[config.mk]
export PLATFORM = sky130hd
export DESIGN_NAME = block_peak_agc_unit
export DESIGN_NICKNAME = d
export VERILOG_FILES = /design/src/sv/bpa_pkg.sv /design/src/sv/bpa_cfg_regs.sv /design/src/sv/bpa_classify.sv /design/src/sv/bpa_gain.sv /design/src/sv/block_peak_agc_unit.sv
export SDC_FILE = /design/constraint.sdc
export NUM_CORES = 1
export LEC_CHECK = 0
export ABC_AREA = 1
export ABC_CLOCK_PERIOD_IN_PS = 7400
export BUFFER_PORTS_ARGS = -buffer_cell sky130_fd_sc_hd__buf_2
export CORE_UTILIZATION = 45
export CTS_CLUSTER_SIZE = 8
export DETAILED_ROUTE_END_ITERATION = 10
export PLACE_DENSITY = 0.62
export SLEW_MARGIN = 15
export SYNTH_ARGS = -nofsm -noshare
export SYNTH_HDL_FRONTEND = slang
export SYNTH_HIERARCHICAL = 1
export SYNTH_SLANG_ARGS = --single-unit
[constraint.sdc]
create_clock -name clk -period 7.4 [get_ports clk]
set_input_delay 1.11 -clock clk [delete_from_list [all_inputs] [get_ports clk]]
set_output_delay 1.11 -clock clk [all_outputs]
set_load 0.02 [all_outputs]
[src/sv/bpa_pkg.sv]
// shared types, constants and register codes of the block peak gain control
`default_nettype none
package bpa_pkg;

  localparam int SAMPLE_W = 16;
  localparam int MAG_W    = 15;
  localparam int STEP_W   = 6;
  localparam int VOL_W    = 7;
  localparam int IDX_W    = 3;
  localparam int CFG_W    = 15;
  localparam int SUM_W    = 9;

  localparam int MIN_VOLUME_DEF     = 10;
  localparam int INITIAL_VOLUME_DEF = 90;

  localparam logic [MAG_W-1:0]  THR_HIGH_RST = 15'd28000;
  localparam logic [MAG_W-1:0]  THR_LOW_RST  = 15'd24000;
  localparam logic [MAG_W-1:0]  THR_MOD_RST  = 15'd20000;
  localparam logic [STEP_W-1:0] STEP_UF_RST  = 6'sd3;
  localparam logic [STEP_W-1:0] STEP_US_RST  = 6'sd1;
  localparam logic [STEP_W-1:0] STEP_DF_RST  = -6'sd8;
  localparam logic [STEP_W-1:0] STEP_DS_RST  = -6'sd2;
  localparam logic [VOL_W-1:0]  MAX_VOL_RST  = 7'd99;

  typedef enum logic [1:0] {
    CLASS_QUIET    = 2'd0,
    CLASS_MODERATE = 2'd1,
    CLASS_OVERFLOW = 2'd2,
    CLASS_NEAR     = 2'd3
  } level_class_t;

  typedef enum logic [IDX_W-1:0] {
    REG_THR_HIGH  = 3'd0,
    REG_THR_LOW   = 3'd1,
    REG_THR_MOD   = 3'd2,
    REG_STEP_UF   = 3'd3,
    REG_STEP_US   = 3'd4,
    REG_STEP_DF   = 3'd5,
    REG_STEP_DS   = 3'd6,
    REG_MAX_VOL   = 3'd7
  } reg_index_t;

  typedef struct packed {
    logic [MAG_W-1:0]         thr_high;
    logic [MAG_W-1:0]         thr_low;
    logic [MAG_W-1:0]         thr_mod;
    logic signed [STEP_W-1:0] step_up_fast;
    logic signed [STEP_W-1:0] step_up_slow;
    logic signed [STEP_W-1:0] step_down_fast;
    logic signed [STEP_W-1:0] step_down_slow;
    logic [VOL_W-1:0]         max_volume;
  } cfg_t;

  typedef struct packed {
    level_class_t cls;
    logic         latched;
  } class_state_t;

endpackage
`default_nettype wire

[src/sv/bpa_cfg_regs.sv]
// configuration register file
`default_nettype none
module bpa_cfg_regs
  import bpa_pkg::*;
(
  input  wire logic             clk,
  input  wire logic             rst,
  input  wire logic             wr_en,
  input  wire logic [IDX_W-1:0] wr_index,
  input  wire logic [CFG_W-1:0] wr_data,
  output cfg_t                  cfg
);

  cfg_t cfg_next;

  always_comb begin
    cfg_next = cfg;
    if (wr_en) begin
      case (reg_index_t'(wr_index))
        REG_THR_HIGH: cfg_next.thr_high       = wr_data[MAG_W-1:0];
        REG_THR_LOW:  cfg_next.thr_low        = wr_data[MAG_W-1:0];
        REG_THR_MOD:  cfg_next.thr_mod        = wr_data[MAG_W-1:0];
        REG_STEP_UF:  cfg_next.step_up_fast   = wr_data[STEP_W-1:0];
        REG_STEP_US:  cfg_next.step_up_slow   = wr_data[STEP_W-1:0];
        REG_STEP_DF:  cfg_next.step_down_fast = wr_data[STEP_W-1:0];
        REG_STEP_DS:  cfg_next.step_down_slow = wr_data[STEP_W-1:0];
        REG_MAX_VOL:  cfg_next.max_volume     = wr_data[VOL_W-1:0];
        default: ;
      endcase
    end
  end

  always_ff @(posedge clk) begin
    if (rst) begin
      cfg.thr_high       <= THR_HIGH_RST;
      cfg.thr_low        <= THR_LOW_RST;
      cfg.thr_mod        <= THR_MOD_RST;
      cfg.step_up_fast   <= STEP_UF_RST;
      cfg.step_up_slow   <= STEP_US_RST;
      cfg.step_down_fast <= STEP_DF_RST;
      cfg.step_down_slow <= STEP_DS_RST;
      cfg.max_volume     <= MAX_VOL_RST;
    end else begin
      cfg <= cfg_next;
    end
  end

endmodule
`default_nettype wire

[src/sv/bpa_classify.sv]
// per-sample magnitude and level class update
`default_nettype none
module bpa_classify
  import bpa_pkg::*;
(
  input  wire logic [SAMPLE_W-1:0] sample,
  input  wire cfg_t                cfg,
  input  wire class_state_t        cur,
  output class_state_t             upd
);

  logic [SAMPLE_W-1:0] neg;
  logic [MAG_W-1:0]    mag;

  always_comb begin
    neg = SAMPLE_W'(0) - sample;
    if (!sample[SAMPLE_W-1]) begin
      mag = sample[MAG_W-1:0];
    end else if (neg[SAMPLE_W-1]) begin
      mag = {MAG_W{1'b1}};
    end else begin
      mag = neg[MAG_W-1:0];
    end

    upd = cur;
    if (!cur.latched) begin
      if (mag > cfg.thr_high) begin
        upd.cls     = CLASS_OVERFLOW;
        upd.latched = 1'b1;
      end else begin
        if (mag > cfg.thr_mod) upd.cls = CLASS_MODERATE;
        if (mag > cfg.thr_low) upd.cls = CLASS_NEAR;
      end
    end
  end

endmodule
`default_nettype wire

[src/sv/bpa_gain.sv]
// volume step selection and clamp at block end
`default_nettype none
module bpa_gain
  import bpa_pkg::*;
#(
  parameter int MIN_VOLUME = MIN_VOLUME_DEF
) (
  input  wire logic [VOL_W-1:0] gain,
  input  wire level_class_t     cls,
  input  wire cfg_t             cfg,
  output logic [VOL_W-1:0]      gain_next
);

  localparam logic signed [SUM_W-1:0] MIN_S = SUM_W'(MIN_VOLUME);

  logic signed [STEP_W-1:0] step;
  logic signed [SUM_W-1:0]  sum;
  logic signed [SUM_W-1:0]  max_s;

  always_comb begin
    case (cls)
      CLASS_QUIET:    step = cfg.step_up_fast;
      CLASS_MODERATE: step = cfg.step_up_slow;
      CLASS_OVERFLOW: step = cfg.step_down_fast;
      default:        step = cfg.step_down_slow;
    endcase
    sum   = $signed({2'b00, gain}) + SUM_W'(step);
    max_s = $signed({2'b00, cfg.max_volume});
    if (sum > max_s) begin
      gain_next = cfg.max_volume;
    end else if (sum <= MIN_S) begin
      gain_next = MIN_S[VOL_W-1:0];
    end else begin
      gain_next = sum[VOL_W-1:0];
    end
  end

endmodule
`default_nettype wire

[src/sv/block_peak_agc_unit.sv]
// top level of the block peak gain control
//
//  port group     | dir | payload
//  s_t*           | in  | tdata[15:0] sample, tlast block end
//  m_t*           | out | tdata[6:0] volume, tuser[1:0] class, tuser[2] changed
//  cfg_*          | in  | cfg_index register, cfg_data value
//
// one sample per unstalled cycle: input register, class/gain logic, result register
// results register as their block end leaves the input register; a held one delays it
// a stalled result holds a block end in the input register; the input still
// takes a transfer whenever the input register empties in the same cycle
// synchronous reset restores thresholds, steps, volume INITIAL_VOLUME, clears the class
`default_nettype none
module block_peak_agc_unit
  import bpa_pkg::*;
#(
  parameter int MIN_VOLUME     = MIN_VOLUME_DEF,
  parameter int INITIAL_VOLUME = INITIAL_VOLUME_DEF
) (
  input  wire logic             clk,
  input  wire logic             rst,
  input  wire logic             s_tvalid,
  output logic                  s_tready,
  input  wire logic [15:0]      s_tdata,   // sample
  input  wire logic             s_tlast,   // block end
  output logic                  m_tvalid,
  input  wire logic             m_tready,
  output logic [7:0]            m_tdata,   // volume, zero pad
  output logic [2:0]            m_tuser,   // level class, volume changed
  input  wire logic             cfg_valid,
  output logic                  cfg_ready,
  input  wire logic [IDX_W-1:0] cfg_index,
  input  wire logic [CFG_W-1:0] cfg_data
);

  cfg_t                cfg;
  logic                in_valid;
  logic [SAMPLE_W-1:0] in_sample;
  logic                in_last;
  logic                advance;
  class_state_t        cstate;
  class_state_t        cstate_upd;
  logic [VOL_W-1:0]    gain;
  logic [VOL_W-1:0]    gain_next;
  logic [VOL_W-1:0]    applied;
  logic [VOL_W-1:0]    out_volume;
  level_class_t        out_class;
  logic                out_changed;

  assign cfg_ready = 1'b1;

  bpa_cfg_regs u_cfg (
    .clk      (clk),
    .rst      (rst),
    .wr_en    (cfg_valid),
    .wr_index (cfg_index),
    .wr_data  (cfg_data),
    .cfg      (cfg)
  );

  bpa_classify u_classify (
    .sample (in_sample),
    .cfg    (cfg),
    .cur    (cstate),
    .upd    (cstate_upd)
  );

  bpa_gain #(
    .MIN_VOLUME (MIN_VOLUME)
  ) u_gain (
    .gain      (gain),
    .cls       (cstate_upd.cls),
    .cfg       (cfg),
    .gain_next (gain_next)
  );

  assign advance  = in_valid && (!in_last || !m_tvalid || m_tready);
  assign s_tready = !in_valid || advance;

  always_ff @(posedge clk) begin
    if (rst) begin
      in_valid <= 1'b0;
    end else if (s_tready) begin
      in_valid <= s_tvalid;
    end
  end

  always_ff @(posedge clk) begin
    if (s_tready) begin
      in_sample <= s_tdata;
      in_last   <= s_tlast;
    end
  end

  always_ff @(posedge clk) begin
    if (rst) begin
      cstate.cls     <= CLASS_QUIET;
      cstate.latched <= 1'b0;
      gain           <= VOL_W'(INITIAL_VOLUME);
      applied        <= '0;
      m_tvalid       <= 1'b0;
    end else begin
      m_tvalid <= (m_tvalid && !m_tready) || (advance && in_last);
      if (advance) begin
        if (in_last) begin
          cstate.cls     <= CLASS_QUIET;
          cstate.latched <= 1'b0;
          gain           <= gain_next;
          applied        <= gain_next;
        end else begin
          cstate <= cstate_upd;
        end
      end
    end
  end

  always_ff @(posedge clk) begin
    if (advance && in_last) begin
      out_volume  <= gain_next;
      out_class   <= cstate_upd.cls;
      out_changed <= (gain_next != applied);
    end
  end

  assign m_tdata = {1'b0, out_volume};
  assign m_tuser = {out_changed, out_class};

`ifndef SYNTHESIS
  a_ready_when_empty: assert property (@(posedge clk) disable iff (rst)
    !in_valid |-> s_tready)
    else $error("input not ready while the input register is empty");

  a_result_follows_end: assert property (@(posedge clk) disable iff (rst)
    advance && in_last |=> m_tvalid)
    else $error("no result after a block-end sample");

  a_latch_means_overflow: assert property (@(posedge clk) disable iff (rst)
    cstate.latched |-> cstate.cls == CLASS_OVERFLOW)
    else $error("overflow latch set without overflow class");

  a_no_overwrite: assert property (@(posedge clk) disable iff (rst)
    m_tvalid && !m_tready |=> $stable(m_tuser) && $stable(m_tdata))
    else $error("held result overwritten");
`endif

endmodule
`default_nettype wire

# --- Word-level counts from Yosys, hierarchy flattened ---
# Cells that the tools add are included.
# W data, S select, Z words.
totals:
  inputBits: 40
  out_inout_bits: 14
  regBits: 122
  elab_cells: 69
op_classes:
  addsub: 2
  n_mux: 11
  reduce_logical: 22
  n_eq_ne: 10
  n_lt_le_gt_ge: 5
op_table:
  columns: ["op", "n"]
  rows:
  - ["$gt A15 B15 Y1", 3]
  - ["$mux W15", 2]
  - ["$pmux W6 S3", 1]
  - ["$reduce_and A2 Y1", 9]
  - ["$sub A1 B16 Y16 const A", 1]
  - ["$mux W7", 2]
  - ["$eq A3 B3 Y1 const B", 4]
  - ["$add A8 B6 Y9", 1]
  - ["$gt A9 B8 Y1", 1]
  - ["$le A9 B5 Y1 const B", 1]
  - ["$ne A7 B7 Y1", 1]
  - ["$eq A3 B2 Y1 const B", 2]
  - ["$mux W2", 3]
  - ["$mux W3", 2]
  - ["$logic_not A1 Y1", 4]
  - ["$logic_or A1 B1 Y1", 4]
  - ["$eq A3 B1 Y1 const B", 1]
  - ["$logic_and A1 B1 Y1", 3]
  - ["$logic_not A3 Y1", 1]
  - ["$eq A2 B1 Y1 const B", 1]
  - ["$eq A2 B2 Y1 const B", 1]
  - ["$logic_not A2 Y1", 1]
  - ["$mux W1", 1]

# --- Longest topological paths before layout ---
logic_depth:
  depth_word: 15
  ltp_mapped: 52
  ltp_nobuf: 50

# --- Modules after synthesis ---
# Netlist, hierarchy kept.
modules_own_cells:
  columns: ["module", "cells_per_inst", "area_each_um2", "instances", "seq_area_each_um2"]
  rows:
  - ["bpa_cfg_regs", 409, 2941.6, 1, 1521.5]
  - ["bpa_classify", 310, 1791.7, 1, 0.0]
  - ["block_peak_agc_unit", 133, 1587.8, 1, 1131.1]
  - ["bpa_gain", 191, 1016.0, 1, 0.0]

# --- Worst setup path before layout ---
# No wires, ideal clock.
synth_timing:
  path_type: "flip-flop to flip-flop"
  start: "reg in_sample[0]"
  end: "reg out_changed (data pin)"
  synth_period_minus_slack_ps: 5300
  setup_time_ps: 254
  required_ps: 7146
  arrival_time_ps: 5046
  n_path_buf: 1
  slack_ps: 2100
  path_stages_with_launch: 49
  cell_sequence: "edfxtp_1 -> inv_1 -> ha_1 -> nand2_2 -> nor3_4 -> nand2_2 -> o21ai_4 -> a21o_1 -> nand3_1 -> ha_1 -> nand2_1 -> nor2_1 -> inv_1 -> nor2_1 -> nand2_1 -> nand2_1 -> nand2_1 -> nand3_1 -> [... 13 more ...] -> inv_1 -> ha_1 -> a21oi_1 -> nand2_1 -> nand2_1 -> nand2_1 -> nand3_1 -> nand3_1 -> nand2_2 -> nand2_4 -> nand2_4 -> nand2_1 -> nand2_1 -> nand2_1 -> nand2_1 -> nand2_1 -> nor2_1 -> nand2_1"
synth_lines:
  columns: ["item", "line", "text"]
  rows:
  - ["start: declaration", "block_peak_agc_unit.sv:38", "logic [SAMPLE_W-1:0] in_sample;"]
  - ["start signal: assignment", "block_peak_agc_unit.sv:90", "in_sample <= s_tdata;"]
  - ["end signal: assignment", "block_peak_agc_unit.sv:121", "out_changed <= (gain_next != applied);"]
  - ["end: declaration", "block_peak_agc_unit.sv:48", "logic out_changed;"]

==> results.py <==
metrics = {
    "synth": {
        "yosysUniqueCellTypes": 43,
        "synth_area_leader_cell": "dfxtp_1",
        "syn_inst": 1043,
        "syn-num-nets": 1142,
        "yosys.area.top_type_share_pct": 25.1,
        "ys_seq_area_share_pct": 36.2,
        "netlist_area_um2": 7340,
        "synth-seq-cells": 119,
        "synth_ff_type": "dfxtp_1",
        "synthArstFlopShare_pct": 0,
        "syn_avg_cell_area_um2": 7.03,
        "synth-edff-count": 27,
        "ys_warn_count": 6,
        "synth_area_leaders": "dfxtp_1 25%, nand2_1 15%, edfxtp_1 11%, ha_1 9.9%, nand3_1 9.1%",
    },
    "clock_tree": {
        "cts_resized": 0,
        "clk_pin_slew_ns": 0.06,
        "clock_sinks": 119,
        "cts_tree": "done",
        "postCtsSetupBuffers": 0,
        "cts_root_buf": "clkbuf_16",
        "clock_path_buffers": 2,
        "htreeDepth": 4,
        "cts_buffers": 17,
        "cts_hold_buffers": 0,
        "insertion_delay_ns": 0.42,
    },
    "detailed_routing": {
        "dr.pass1.iters": 5,
        "drc": 0,
        "postRouteWirelength_um": 17900,
        "vias": 6403,
        "drtIter0Drc": 414,
        "routed_via_density": 4.87,
        "antenna_left": 0,
        "wl_per_cell_um": 13.6,
    },
    "worst_setup_path": {
        "r2r-start": "in_sample[7]",
        "r2r_slack_ns": 1.16,
        "worst_setup_path_end_kind": "register",
        "cp_common_cell": "nand2_1",
        "critPathArrivalTime_ns": 6.41,
        "critPathMaxFanout": 14,
        "critPathSlowestCell": "edfxtp_1",
        "crit_type": "reg2reg",
        "crit_required_ns": 7.57,
        "r2r-end": "out_changed",
        "reg2regPathDepth": 45,
        "worst_setup_path_start_kind": "register",
        "cpPeakStageDelay_ns": 0.42,
    },
    "layout": {
        "final_common_cell": "nand2_1",
        "antenna_cells": 0,
        "seq_area_um2": 2650,
        "final_cell_mix": "294 x nand2_1, 139 x inv_1, 134 x nand3_1, 129 x nor2_1, 92 x dfxtp_1",
        "syn_to_final_growth_pct": 12.3,
        "fill_cells": 1635,
        "drive_gt1_share_pct": 12.8,
        "multi_input_area_um2": 3910,
        "nets": 1186,
    },
    "floorplan": {
        "pin_count": 54,
        "coreArea_um2": 15900,
        "start_util_pct": 46.2,
        "chipWidth_um": 130,
        "dieArea_um2": 16800,
        "die_h_um": 130,
        "fp-row-count": 46,
    },
    "grt": {
        "grt_pass1_wl_um": 29600,
        "grtUsageMet2_pct": 33.6,
        "use_met1_pct": 34.4,
        "overflow": 0,
        "grt.busiest_layer": "met1",
        "grt_max_degree": 77,
        "antenna_found_initial": 0,
        "grt_pass1_vias": 5846,
        "grt_usage_pct": 23.0,
        "grtUsageMet3_pct": 4.14,
    },
    "placed_design": {
        "numPortBuffers": 51,
        "gp_congestion": 0.904,
        "dpl.hpwl_um": 13200,
        "dp_slack_ns": 1.20,
    },
    "sta": {
        "hold_viol": 0,
        "finalCritPeriodShare_pct": 84.3,
        "rsz0062_at_grt": "no",
        "period_needed_ns": 6.24,
        "max_slew_margin_pct": 42.8,
        "slew_violations": 0,
        "setup_ws_ns": 1.16,
        "fmax_ghz": 0.160,
        "worst_pin_slew_ns": 0.854,
        "timing.hold.ws_ns": 0.450,
        "setup_viol": 0,
        "finClkSkew_ns": 0.00866,
        "fin_setup_tns_ns": 0,
    },
    "min_path": {
        "hold_depth": 2,
        "hold_path_startpoint": "u_cfg/cfg[12]",
        "hold_path.class": "reg2reg",
        "min_to": "u_cfg/cfg[12]",
    },
    "power_and_ir_drop": {
        "powerDensity_nw_per_um2": 256,
        "p_leak_nw": 4.28,
        "peakVddDrop_mv": 0.203,
    },
    "run": {
        "cap_violations": 0,
    },
    "outcome": {
        "status": "completed",
    },
}
## sequential cells by signal (all words and copies together) (netlist names)
register and flops:
u_cfg/cfg 76, in_last 1, cstate 3, in_sample 16, m_tvalid 1, out_volume 7, applied 4, gain 7
out_changed 1, out_class 2, in_valid 1
## how the worst max path moves through the flow
stage,start,end,slack [ns],cells past startpoint
finish,in_sample[7],out_changed,1.16,45
CTS,in_sample[7],out_changed,1.16,45
detailed placement,in_sample[7],out_changed,1.20,45
global route,in_sample[7],out_changed,0.53,45
floorplan,in_sample[0],out_changed,2.10,48
global placement,in_sample[7],out_changed,1.32,45
## worst max-delay path, delay by kind of cell (launching register included)
kind | cells | cell delay, ns
DFF | 1 | 0.42
and+or+nand+nor | 30 | 3.23
AOI/OAI and AO/OA | 6 | 0.97
buffers and inverters | 5 | 0.31
adders and majority gates | 4 | 1.04
## power by group
| part | switching (mW) | internal [mW] | total (mW) |
|---|---|---|---|
| sequential | 0.0226 | 0.707 | 0.730 |
| clock | 0.300 | 0.474 | 0.774 |
| combinational | 0.393 | 0.213 | 0.606 |
| total | 0.716 | 1.39 | 2.11 |
## final cells by class
type                            count  area share, %
Tap cell                          216           3.28
Clock inverter                     10          0.835
Multi-Input combinational cell    745           47.4
Inverter                          148           6.74
Sequential cell                   119           32.2
Clock buffer                       22           6.01
Timing Repair Buffer               56           3.55
## per-stage QoR
step                power [mW]  cells  area, µm²  utilization (%)
finish                    2.11   1316       8240             51.9
global route              2.25   1316       8240             51.9
CTS                       2.12   1316       8240             51.9
detailed placement        1.34   1284       7680             48.3
global placement          1.34   1284       7680             48.3
floorplan                 1.22   1043       7340                -
## logic make-up (layout without fill, tap and decap cells)
group           count (synthesis)  count (layout)  synth area share, %
simple gates                  619             619                 37.9
buf+inv                       179             236                 10.6
flops                         119             119                 36.2
compound gates                 60              60                 4.47
fa+ha+maj                      59              59                 10.2
xor+xnor                        5               5                0.597
other cells                     2               2                0.102
## routing by layer
metal / share of wire, % / vias to the layer above
li1: - / 3395
met1: 54 / 2860
met2: 40 / 134
met3: 5.0 / 14
met4: 1.2 / 0
met5: 0 / -
## cells in the mapped netlist, types with 9 or more instances
library cell	count
a21oi_1	30
o21ai_0	22
nor2_1	129
nand2_2	9
nand2_1	294
nand3_1	134
nand4_1	9
inv_1	140
nand3_2	11
ha_1	58
buf_4	12
dfxtp_1	92
edfxtp_1	27
(Power assumes the default switching activity.)
